$ cat config.mk
export PLATFORM = sky130hd
export DESIGN_NAME = moebius_operator_entry
export DESIGN_NICKNAME = d
export VERILOG_FILES = /design/src/moe_pkg.sv /design/src/moebius_operator_entry.sv /design/src/moe_div.sv
export SDC_FILE = /design/constraint.sdc
export NUM_CORES = 1
export LEC_CHECK = 0
export ABC_AREA = 1
export BUFFER_PORTS_ARGS = -buffer_cell sky130_fd_sc_hd__buf_2
export CAP_MARGIN = 5
export CELL_PAD_IN_SITES_DETAIL_PLACEMENT = 0
export CELL_PAD_IN_SITES_GLOBAL_PLACEMENT = 1
export CORE_MARGIN = 8
export CORE_UTILIZATION = 35
export DETAILED_ROUTE_END_ITERATION = 10
export GPL_TIMING_DRIVEN = 0
export PLACE_DENSITY_LB_ADDON = 0.1
export SLEW_MARGIN = 20
export SYNTH_ARGS = -nofsm -noshare
export SYNTH_HDL_FRONTEND = slang
export SYNTH_SLANG_ARGS = --single-unit
$ cat constraint.sdc
create_clock -name clk_i -period 4.7 [get_ports clk_i]
set_input_delay 0.47 -clock clk_i [delete_from_list [all_inputs] [get_ports clk_i]]
set_output_delay 0.47 -clock clk_i [all_outputs]
set_load 0.1 [all_outputs]
$ cat src/moe_pkg.sv
package moe_pkg;

  localparam int unsigned IdxW = 10;
  localparam int unsigned MaxIndex = 1024;

  // reciprocal scale: quotient = (q * recip) >> RecipShift is exact for q < 2**IdxW
  localparam int unsigned RecipShift = 16;
  localparam int unsigned ProdW = IdxW + RecipShift;

  localparam int unsigned PrimeW = 6;
  localparam int unsigned PsqW = 11;
  localparam int unsigned NumPrimes = 12;
  localparam int unsigned PidxW = 4;

  typedef logic signed [1:0] entry_t;
  localparam entry_t EntryZero = 2'sb00;
  localparam entry_t EntryOne = 2'sb01;
  localparam entry_t EntryNeg = 2'sb11;

  typedef struct packed {
    logic [PrimeW-1:0] prime;
    logic [PsqW-1:0] psq;
    logic [RecipShift-1:0] recip;
  } prime_t;

  // primes up to 31, then 37 whose square exceeds every quotient
  localparam prime_t PrimeTab [NumPrimes] = '{
    '{prime: 6'd2,  psq: 11'd4,    recip: 16'd32768},
    '{prime: 6'd3,  psq: 11'd9,    recip: 16'd21846},
    '{prime: 6'd5,  psq: 11'd25,   recip: 16'd13108},
    '{prime: 6'd7,  psq: 11'd49,   recip: 16'd9363},
    '{prime: 6'd11, psq: 11'd121,  recip: 16'd5958},
    '{prime: 6'd13, psq: 11'd169,  recip: 16'd5042},
    '{prime: 6'd17, psq: 11'd289,  recip: 16'd3856},
    '{prime: 6'd19, psq: 11'd361,  recip: 16'd3450},
    '{prime: 6'd23, psq: 11'd529,  recip: 16'd2850},
    '{prime: 6'd29, psq: 11'd841,  recip: 16'd2260},
    '{prime: 6'd31, psq: 11'd961,  recip: 16'd2115},
    '{prime: 6'd37, psq: 11'd1369, recip: 16'd1772}
  };

  typedef enum logic [2:0] {
    StIdle,
    StDiv,
    StFetch,
    StMul,
    StTest
  } state_e;

  typedef struct packed {
    logic done;
    logic exact;
    logic [IdxW-1:0] quot;
  } div_res_t;

endpackage

$ cat src/moebius_operator_entry.sv
// Moebius operator entry. A request (start_i high while busy_o is low) carries a row and a
// column index; the block answers with the entry of the inverse divisor-incidence matrix,
// -1, 0 or 1, on entry_value_o for the one cycle that valid_o is high. The receiver cannot
// stall: each result must be taken in the cycle it appears. Equal indices, a row above the
// column, a zero row or an index out of range answer in the cycle after the request and leave
// busy_o low. Otherwise a 10-step serial divider forms column / row to give the divisibility
// verdict; an exact quotient is then factored against a 12-entry prime table with a
// registered read, each prime tried passing through fetch, multiply and test states and
// each factor found through multiply and test again, bounded by the primes up to the
// square root of the remaining quotient.
module moebius_operator_entry (
  input  logic                              clk_i,
  input  logic                              rst_ni,
  input  logic                              start_i,
  input  logic [moe_pkg::IdxW-1:0]          row_index_i,
  input  logic [moe_pkg::IdxW-1:0]          column_index_i,
  output logic                              busy_o,
  output logic                              valid_o,
  output logic signed [1:0]                 entry_value_o
);

  localparam logic [moe_pkg::IdxW:0] MaxIdx = (moe_pkg::IdxW + 1)'(moe_pkg::MaxIndex);

  moe_pkg::state_e state_q, state_d;
  moe_pkg::div_res_t div_res;
  moe_pkg::prime_t rom_q;

  logic [moe_pkg::IdxW-1:0] q_q, q_d;
  logic [moe_pkg::PidxW-1:0] idx_q, idx_d;
  logic once_q, once_d;
  logic neg_q, neg_d;
  logic [moe_pkg::ProdW-1:0] prod_q, prod_d;
  logic valid_q, valid_d;
  moe_pkg::entry_t entry_q, entry_d;

  logic accept;
  logic special;
  moe_pkg::entry_t special_val;
  logic [moe_pkg::IdxW-1:0] part_quot;
  logic [moe_pkg::IdxW+moe_pkg::PrimeW-1:0] back;
  logic divisible;
  logic past_root;
  moe_pkg::entry_t sign_val;

  assign accept = start_i && (state_q == moe_pkg::StIdle);

  always_comb begin
    special = 1'b1;
    special_val = moe_pkg::EntryZero;
    if (row_index_i == column_index_i) begin
      special_val = moe_pkg::EntryOne;
    end else if (row_index_i > column_index_i || row_index_i == '0) begin
      special_val = moe_pkg::EntryZero;
    end else if ({1'b0, row_index_i} >= MaxIdx || {1'b0, column_index_i} >= MaxIdx) begin
      special_val = moe_pkg::EntryZero;
    end else begin
      special = 1'b0;
    end
  end

  moe_div u_div (
    .clk_i      (clk_i),
    .rst_ni     (rst_ni),
    .start_i    (accept && !special),
    .dividend_i (column_index_i),
    .divisor_i  (row_index_i),
    .res_o      (div_res)
  );

  // prime table, registered read
  always_ff @(posedge clk_i) begin
    rom_q <= moe_pkg::PrimeTab[idx_q];
  end

  assign part_quot = prod_q[moe_pkg::ProdW-1:moe_pkg::RecipShift];
  assign back = (moe_pkg::IdxW + moe_pkg::PrimeW)'(part_quot) *
                (moe_pkg::IdxW + moe_pkg::PrimeW)'(rom_q.prime);
  assign divisible = (back == (moe_pkg::IdxW + moe_pkg::PrimeW)'(q_q));
  // after a factor is taken out the same prime is tried again regardless of the root bound
  assign past_root = !once_q && ({1'b0, q_q} < rom_q.psq);
  // a leftover cofactor above one is one more prime
  assign sign_val = ((q_q > (moe_pkg::IdxW)'(1)) ^ neg_q) ? moe_pkg::EntryNeg
                                                          : moe_pkg::EntryOne;

  // next state
  always_comb begin
    state_d = state_q;
    case (state_q)
      moe_pkg::StIdle: begin
        if (accept && !special) begin
          state_d = moe_pkg::StDiv;
        end
      end
      moe_pkg::StDiv: begin
        if (div_res.done) begin
          state_d = div_res.exact ? moe_pkg::StFetch : moe_pkg::StIdle;
        end
      end
      moe_pkg::StFetch: state_d = moe_pkg::StMul;
      moe_pkg::StMul: begin
        state_d = past_root ? moe_pkg::StIdle : moe_pkg::StTest;
      end
      moe_pkg::StTest: begin
        if (divisible) begin
          state_d = once_q ? moe_pkg::StIdle : moe_pkg::StMul;
        end else begin
          state_d = moe_pkg::StFetch;
        end
      end
      default: state_d = moe_pkg::StIdle;
    endcase
  end

  // datapath and result
  always_comb begin
    q_d = q_q;
    idx_d = idx_q;
    once_d = once_q;
    neg_d = neg_q;
    prod_d = prod_q;
    valid_d = 1'b0;
    entry_d = entry_q;
    case (state_q)
      moe_pkg::StIdle: begin
        idx_d = '0;
        once_d = 1'b0;
        neg_d = 1'b0;
        if (accept && special) begin
          valid_d = 1'b1;
          entry_d = special_val;
        end
      end
      moe_pkg::StDiv: begin
        q_d = div_res.quot;
        if (div_res.done && !div_res.exact) begin
          valid_d = 1'b1;
          entry_d = moe_pkg::EntryZero;
        end
      end
      moe_pkg::StFetch: ;
      moe_pkg::StMul: begin
        prod_d = (moe_pkg::ProdW)'(q_q) * (moe_pkg::ProdW)'(rom_q.recip);
        if (past_root) begin
          valid_d = 1'b1;
          entry_d = sign_val;
        end
      end
      moe_pkg::StTest: begin
        if (divisible) begin
          if (once_q) begin
            valid_d = 1'b1;
            entry_d = moe_pkg::EntryZero;
          end else begin
            q_d = part_quot;
            once_d = 1'b1;
            neg_d = !neg_q;
          end
        end else begin
          once_d = 1'b0;
          idx_d = idx_q + 1'b1;
        end
      end
      default: ;
    endcase
  end

  always_ff @(posedge clk_i or negedge rst_ni) begin
    if (!rst_ni) begin
      state_q <= moe_pkg::StIdle;
      valid_q <= 1'b0;
      idx_q <= '0;
      once_q <= 1'b0;
      neg_q <= 1'b0;
    end else begin
      state_q <= state_d;
      valid_q <= valid_d;
      idx_q <= idx_d;
      once_q <= once_d;
      neg_q <= neg_d;
    end
  end

  always_ff @(posedge clk_i) begin
    q_q <= q_d;
    prod_q <= prod_d;
    entry_q <= entry_d;
  end

  assign busy_o = (state_q != moe_pkg::StIdle);
  assign valid_o = valid_q;
  assign entry_value_o = entry_q;

  a_entry_code: assert property (@(posedge clk_i) disable iff (!rst_ni)
    valid_o |-> (entry_value_o != 2'sb10))
    else $error("entry code out of range");

  a_result_idle: assert property (@(posedge clk_i) disable iff (!rst_ni)
    valid_o |-> !busy_o)
    else $error("result while a request is still in work");

  a_busy_ends: assert property (@(posedge clk_i) disable iff (!rst_ni)
    $fell(busy_o) |-> valid_o)
    else $error("request finished without a result");

  a_quick: assert property (@(posedge clk_i) disable iff (!rst_ni)
    (accept && special) |=> (valid_o && !busy_o))
    else $error("trivial request not answered in one cycle");

endmodule

$ cat src/moe_div.sv
module moe_div (
  input  logic                       clk_i,
  input  logic                       rst_ni,
  input  logic                       start_i,
  input  logic [moe_pkg::IdxW-1:0]   dividend_i,
  input  logic [moe_pkg::IdxW-1:0]   divisor_i,
  output moe_pkg::div_res_t          res_o
);

  localparam int unsigned CntW = $clog2(moe_pkg::IdxW);
  localparam logic [CntW-1:0] CntLast = CntW'(moe_pkg::IdxW - 1);

  logic run_q, run_d;
  logic done_q, done_d;
  logic [CntW-1:0] cnt_q, cnt_d;
  logic [moe_pkg::IdxW-1:0] rem_q, rem_d;
  logic [moe_pkg::IdxW-1:0] quot_q, quot_d;
  logic [moe_pkg::IdxW-1:0] dvs_q, dvs_d;
  logic [moe_pkg::IdxW:0] shifted;
  logic [moe_pkg::IdxW:0] trial;

  assign shifted = {rem_q, quot_q[moe_pkg::IdxW-1]};
  assign trial = shifted - {1'b0, dvs_q};

  always_comb begin
    run_d = run_q;
    done_d = 1'b0;
    cnt_d = cnt_q;
    rem_d = rem_q;
    quot_d = quot_q;
    dvs_d = dvs_q;
    if (start_i) begin
      run_d = 1'b1;
      cnt_d = '0;
      rem_d = '0;
      quot_d = dividend_i;
      dvs_d = divisor_i;
    end else if (run_q) begin
      // one restoring step per cycle
      if (!trial[moe_pkg::IdxW]) begin
        rem_d = trial[moe_pkg::IdxW-1:0];
        quot_d = {quot_q[moe_pkg::IdxW-2:0], 1'b1};
      end else begin
        rem_d = shifted[moe_pkg::IdxW-1:0];
        quot_d = {quot_q[moe_pkg::IdxW-2:0], 1'b0};
      end
      cnt_d = cnt_q + 1'b1;
      if (cnt_q == CntLast) begin
        run_d = 1'b0;
        done_d = 1'b1;
      end
    end
  end

  always_ff @(posedge clk_i or negedge rst_ni) begin
    if (!rst_ni) begin
      run_q <= 1'b0;
      done_q <= 1'b0;
      cnt_q <= '0;
    end else begin
      run_q <= run_d;
      done_q <= done_d;
      cnt_q <= cnt_d;
    end
  end

  always_ff @(posedge clk_i) begin
    rem_q <= rem_d;
    quot_q <= quot_d;
    dvs_q <= dvs_d;
  end

  assign res_o.done = done_q;
  assign res_o.exact = (rem_q == '0);
  assign res_o.quot = quot_q;

endmodule
==> run_results.csv <==
group,metric,value,unit
cts,clk_latency,0.35,ns
floorplanning,die_h,203,µm
yosys,yosysSeqAreaShare,0.198,
power,leakagePower,7.87,nW
floorplanning,die_w,203,µm
grt,first_global_vias,11042,
placed_design,dp_hpwl,28.1,mm
cts,clk_path_buf_depth,2,
yosys,avgSynthCellArea,7.63,µm²
grt,grt_max_degree,17,
floorplanning,dieArea,41100,µm²
floorplanning,start_util,0.354,
worst_setup_path,crit_fanout,5,
cts,tritoncts,"done",
grt,grt_usage,0.183,
cts,hold_buffers,0,
finish,nFillCells,3600,
sta,hold_viol_final,0,
grt,grt_pass1_wl,59.3,mm
detailed_routing,drt_iter0_drc,493,
outcome,violations,"setup timing",
yosys,ys_async_sr_fraction,0.167,
sta,fin_crit_sh,1.07,
detailed_routing,post-route-drc-count,0,
detailed_routing,firstDrtPassIters,7,
sta,max_freq,199,MHz
sta,tightest_slew,1.09,ns
finish,areaGrowthSynthToFinish,22.0,%
sta,fin_worst_skew,0.0124,ns
yosys,synth_edf_count,42,
sta,setup_ws,-0.331,ns
placed_design,placed_area,13000,µm²
yosys,synth_area,12200,µm²
sta,report.final.setup_viol,10,
finish,nets,1981,
worst_setup_path,critical_path_arrival,5.12,ns
floorplanning,coreArea,34500,µm²
cts,h-tree-depth,3,
cts,clock-sinks,96,
placed_design,dp.cells,2082,
worst_setup_path,crit_path_end_kind,"flip-flop",
cts,cts_buffers,9,
yosys,yosysWarnings,0,
floorplanning,io_pins,27,
yosys,synth_ff_type,"edfxtp_1",
yosys,synth_cell_type_count,51,
yosys,synthCells,1601,
sta,drv_slew,0,
placed_design,gp_congestion,0.886,
power,power_density,338,nW/µm²
finish,post_layout_nonfiller_instances,2150,
cts,cts_root_buffer,"clkbuf_16",
worst_setup_path,start_kind,"flip-flop",
outcome,outcome,"complete, but fails checks",
detailed_routing,wl_per_cell,16.8,µm
placed_design,port_buffers,26,
power,vdd_drop_max,0.304,mV
finish,seqCellArea,2450,µm²
worst_setup_path,cp_data_required_time,4.78,ns
finish,multi_input_area,8960,µm²
sta,min_period,5.03,ns
detailed_routing,wirelength,36.2,mm
finish,num_antenna_cells,0,
sta,rsz0062_at_grt,"true",
sta,slew_headroom,0.273,
floorplanning,std_cell_rows,68,
detailed_routing,num_vias,10189,
worst_setup_path,worst-setup-path-type,"reg2reg",
finish,drive_gt1_frac,0.203,
yosys,postSynthNetCount,1892,
run,cap_viol_max_count,0,
detailed_routing,vias_per_cell,4.74,
finish,design_area,14900,µm²
grt,grt_antenna_before_repair,2,
grt,grt_overflow,0,
min_path,hold_path.class,"in2async",
cts,clk_pin_slew_worst_paths,0.07,ns
yosys,synth_seq_cells,96,
detailed_routing,ant_nets,0,
sequential cells by signal, indices dropped and copies added (netlist names):
signal         flops
u_div.cnt_q        4
u_div.rem_q       10
u_div.quot_q      10
u_div.run_q        1
entry_value_o      2
idx_q              4
prod_q            10
u_div.done_q       1
u_div.dvs_q       10
rom_q             28
q_q               10
valid_o            1
neg_q              1
once_q             1
state_q            3
report_power, final:
part,switching [W],total (W),internal (W)
combinational,0.00178,0.00303,0.00125
sequential,0.000153,0.00128,0.00113
clock,0.000330,0.000725,0.000395
synth_stat cells, types with 2 or more instances:
cell type | count | share of area
a31oi_1 | 7 | 0.0036
a221oi_1 | 2 | 0.0014
nor2_1 | 77 | 0.024
o21ai_1 | 2 | 0.00082
inv_1 | 366 | 0.11
buf_6 | 2 | 0.0018
nand2_2 | 7 | 0.0036
nand3_2 | 4 | 0.0033
buf_4 | 5 | 0.0031
o211ai_1 | 4 | 0.0025
fa_1 | 143 | 0.23
clkbuf_1 | 33 | 0.010
a21o_1 | 2 | 0.0012
nand4_1 | 15 | 0.0077
xor2_1 | 19 | 0.014
nor3_1 | 14 | 0.0057
buf_2 | 8 | 0.0033
a21boi_0 | 3 | 0.0018
xnor2_1 | 5 | 0.0036
inv_2 | 3 | 0.00092
dfrtp_1 | 16 | 0.033
nor2_2 | 4 | 0.0020
o21a_1 | 3 | 0.0018
nor2_4 | 2 | 0.0018
o21ai_0 | 37 | 0.015
nand3b_1 | 3 | 0.0018
nand2_4 | 2 | 0.0018
o22ai_1 | 3 | 0.0015
or2_2 | 5 | 0.0026
a21oi_1 | 45 | 0.018
o21bai_1 | 4 | 0.0025
dfxtp_1 | 38 | 0.062
nand3_1 | 75 | 0.031
nand2_1 | 449 | 0.14
a211oi_1 | 3 | 0.0018
o221ai_1 | 2 | 0.0014
nor4_1 | 6 | 0.0031
buf_1 | 5 | 0.0015
ha_1 | 125 | 0.13
edfxtp_1 | 42 | 0.10
what timing repair did:
item | CTS | global route
endpoints found under the setup margin | 30 | 24
setup buffers | 42 | 26
pin swaps | 56 | 75
cloned | 0 | 3
resized for setup | 148 | 135
worst max-delay path: stages, from the launching register on:
cell,delay [ns]
edfxtp_1,0.43
buf_12,0.17
clkbuf_16,0.15
nand2_4,0.06
inv_2,0.04
fa_1,0.55
fa_1,0.46
fa_1,0.52
fa_1,0.55
inv_2,0.04
fa_1,0.52
inv_2,0.05
ha_4,0.24
a21oi_4,0.15
buf_4,0.13
o21bai_4,0.08
a31oi_4,0.14
nand3_2,0.12
nand2_2,0.10
nand2_2,0.06
xor2_2,0.17
worst paths after layout:
check,end,startpoint,depth (start not counted),slack (ns)
min in group clk_i,u_div.dvs_q[4]$_DFFE_PP_,row_index_i[4],1,0.34
setup / recovery,prod_q[21]$_DFFE_PP_,q_q[4]$_DFFE_PP_,20,-0.33
setup reg to reg,prod_q[21]$_DFFE_PP_,q_q[4]$_DFFE_PP_,20,-0.33
max in group asynchronous,idx_q[0]$_DFFE_PN0P_,rst_ni,1,4.39
hold / removal,u_div.cnt_q[1]$_DFFE_PN0P_,rst_ni,1,0.03
hold reg to reg,u_div.rem_q[4]$_SDFFE_PP0P_,u_div.rem_q[4]$_SDFFE_PP0P_,2,0.51
kinds of logic (layout without fill, tap and decap cells):
logic type,Yosys count,after routing,share of synthesized area
AOI/OAI and AO/OA,122,122,0.0576
xor gates and xnor gates,24,24,0.0172
adders and majority gates,268,268,0.363
buffers and inverters,422,516,0.133
DFF,96,96,0.198
and+or+nand+nor,669,669,0.231
final cells by class:
class,instances,area share
multi-input combinational,1083,0.601
sequential,96,0.164
inverter,369,0.0931
timing repair buffer,96,0.0536
tap,455,0.0382
buffer,35,0.0299
clock buffer,11,0.0170
clock inverter,5,0.00244
metal layers:
metal,GRT usage,wire [µm],up-vias
met5,0,19,-
met4,0.0508,901,4
met3,0.0175,840,41
met2,0.345,19000,140
met1,0.218,15400,4951
li1,-,-,5053
through the flow:
step                      hold WS, ns  worst slack [ns]  utilization  power, W  TNS (ns)
final                          0.0268            -0.331        0.432   0.00503     -2.30
after CTS                      0.0376            -0.385        0.413   0.00488     -3.08
after floorplan                 0.174           -0.0255            -   0.00285   -0.0255
after global routing           0.0534            -0.449        0.432   0.00543     -3.98
after detailed placement        0.426            -0.902        0.378   0.00360    -17.79
after global placement          0.415            -0.889        0.378   0.00359    -17.34
cell usage in the layout (no fill, tap or decap), types with 5 or more instances in the layout:
cell	count
nand2_2	35
nor2_2	12
a21oi_1	30
xor2_2	6
o21ai_1	9
fa_1	141
a21oi_4	6
nor2_1	64
inv_2	33
nand3_1	68
or2_2	5
buf_12	12
nand2_4	15
o21ai_0	26
ha_4	15
nand3_2	10
dfxtp_1	22
clkbuf_16	18
edfxtp_1	42
xor2_1	12
nor2_4	7
dfxtp_2	14
inv_1	335
dfrtp_1	16
nor4_1	5
buf_4	52
clkbuf_1	8
nor3_1	10
buf_2	32
buf_6	15
nand2_1	408
ha_1	104
nand4_1	15
a21oi_2	10
ha_2	6
(Power assumes the default switching activity.)
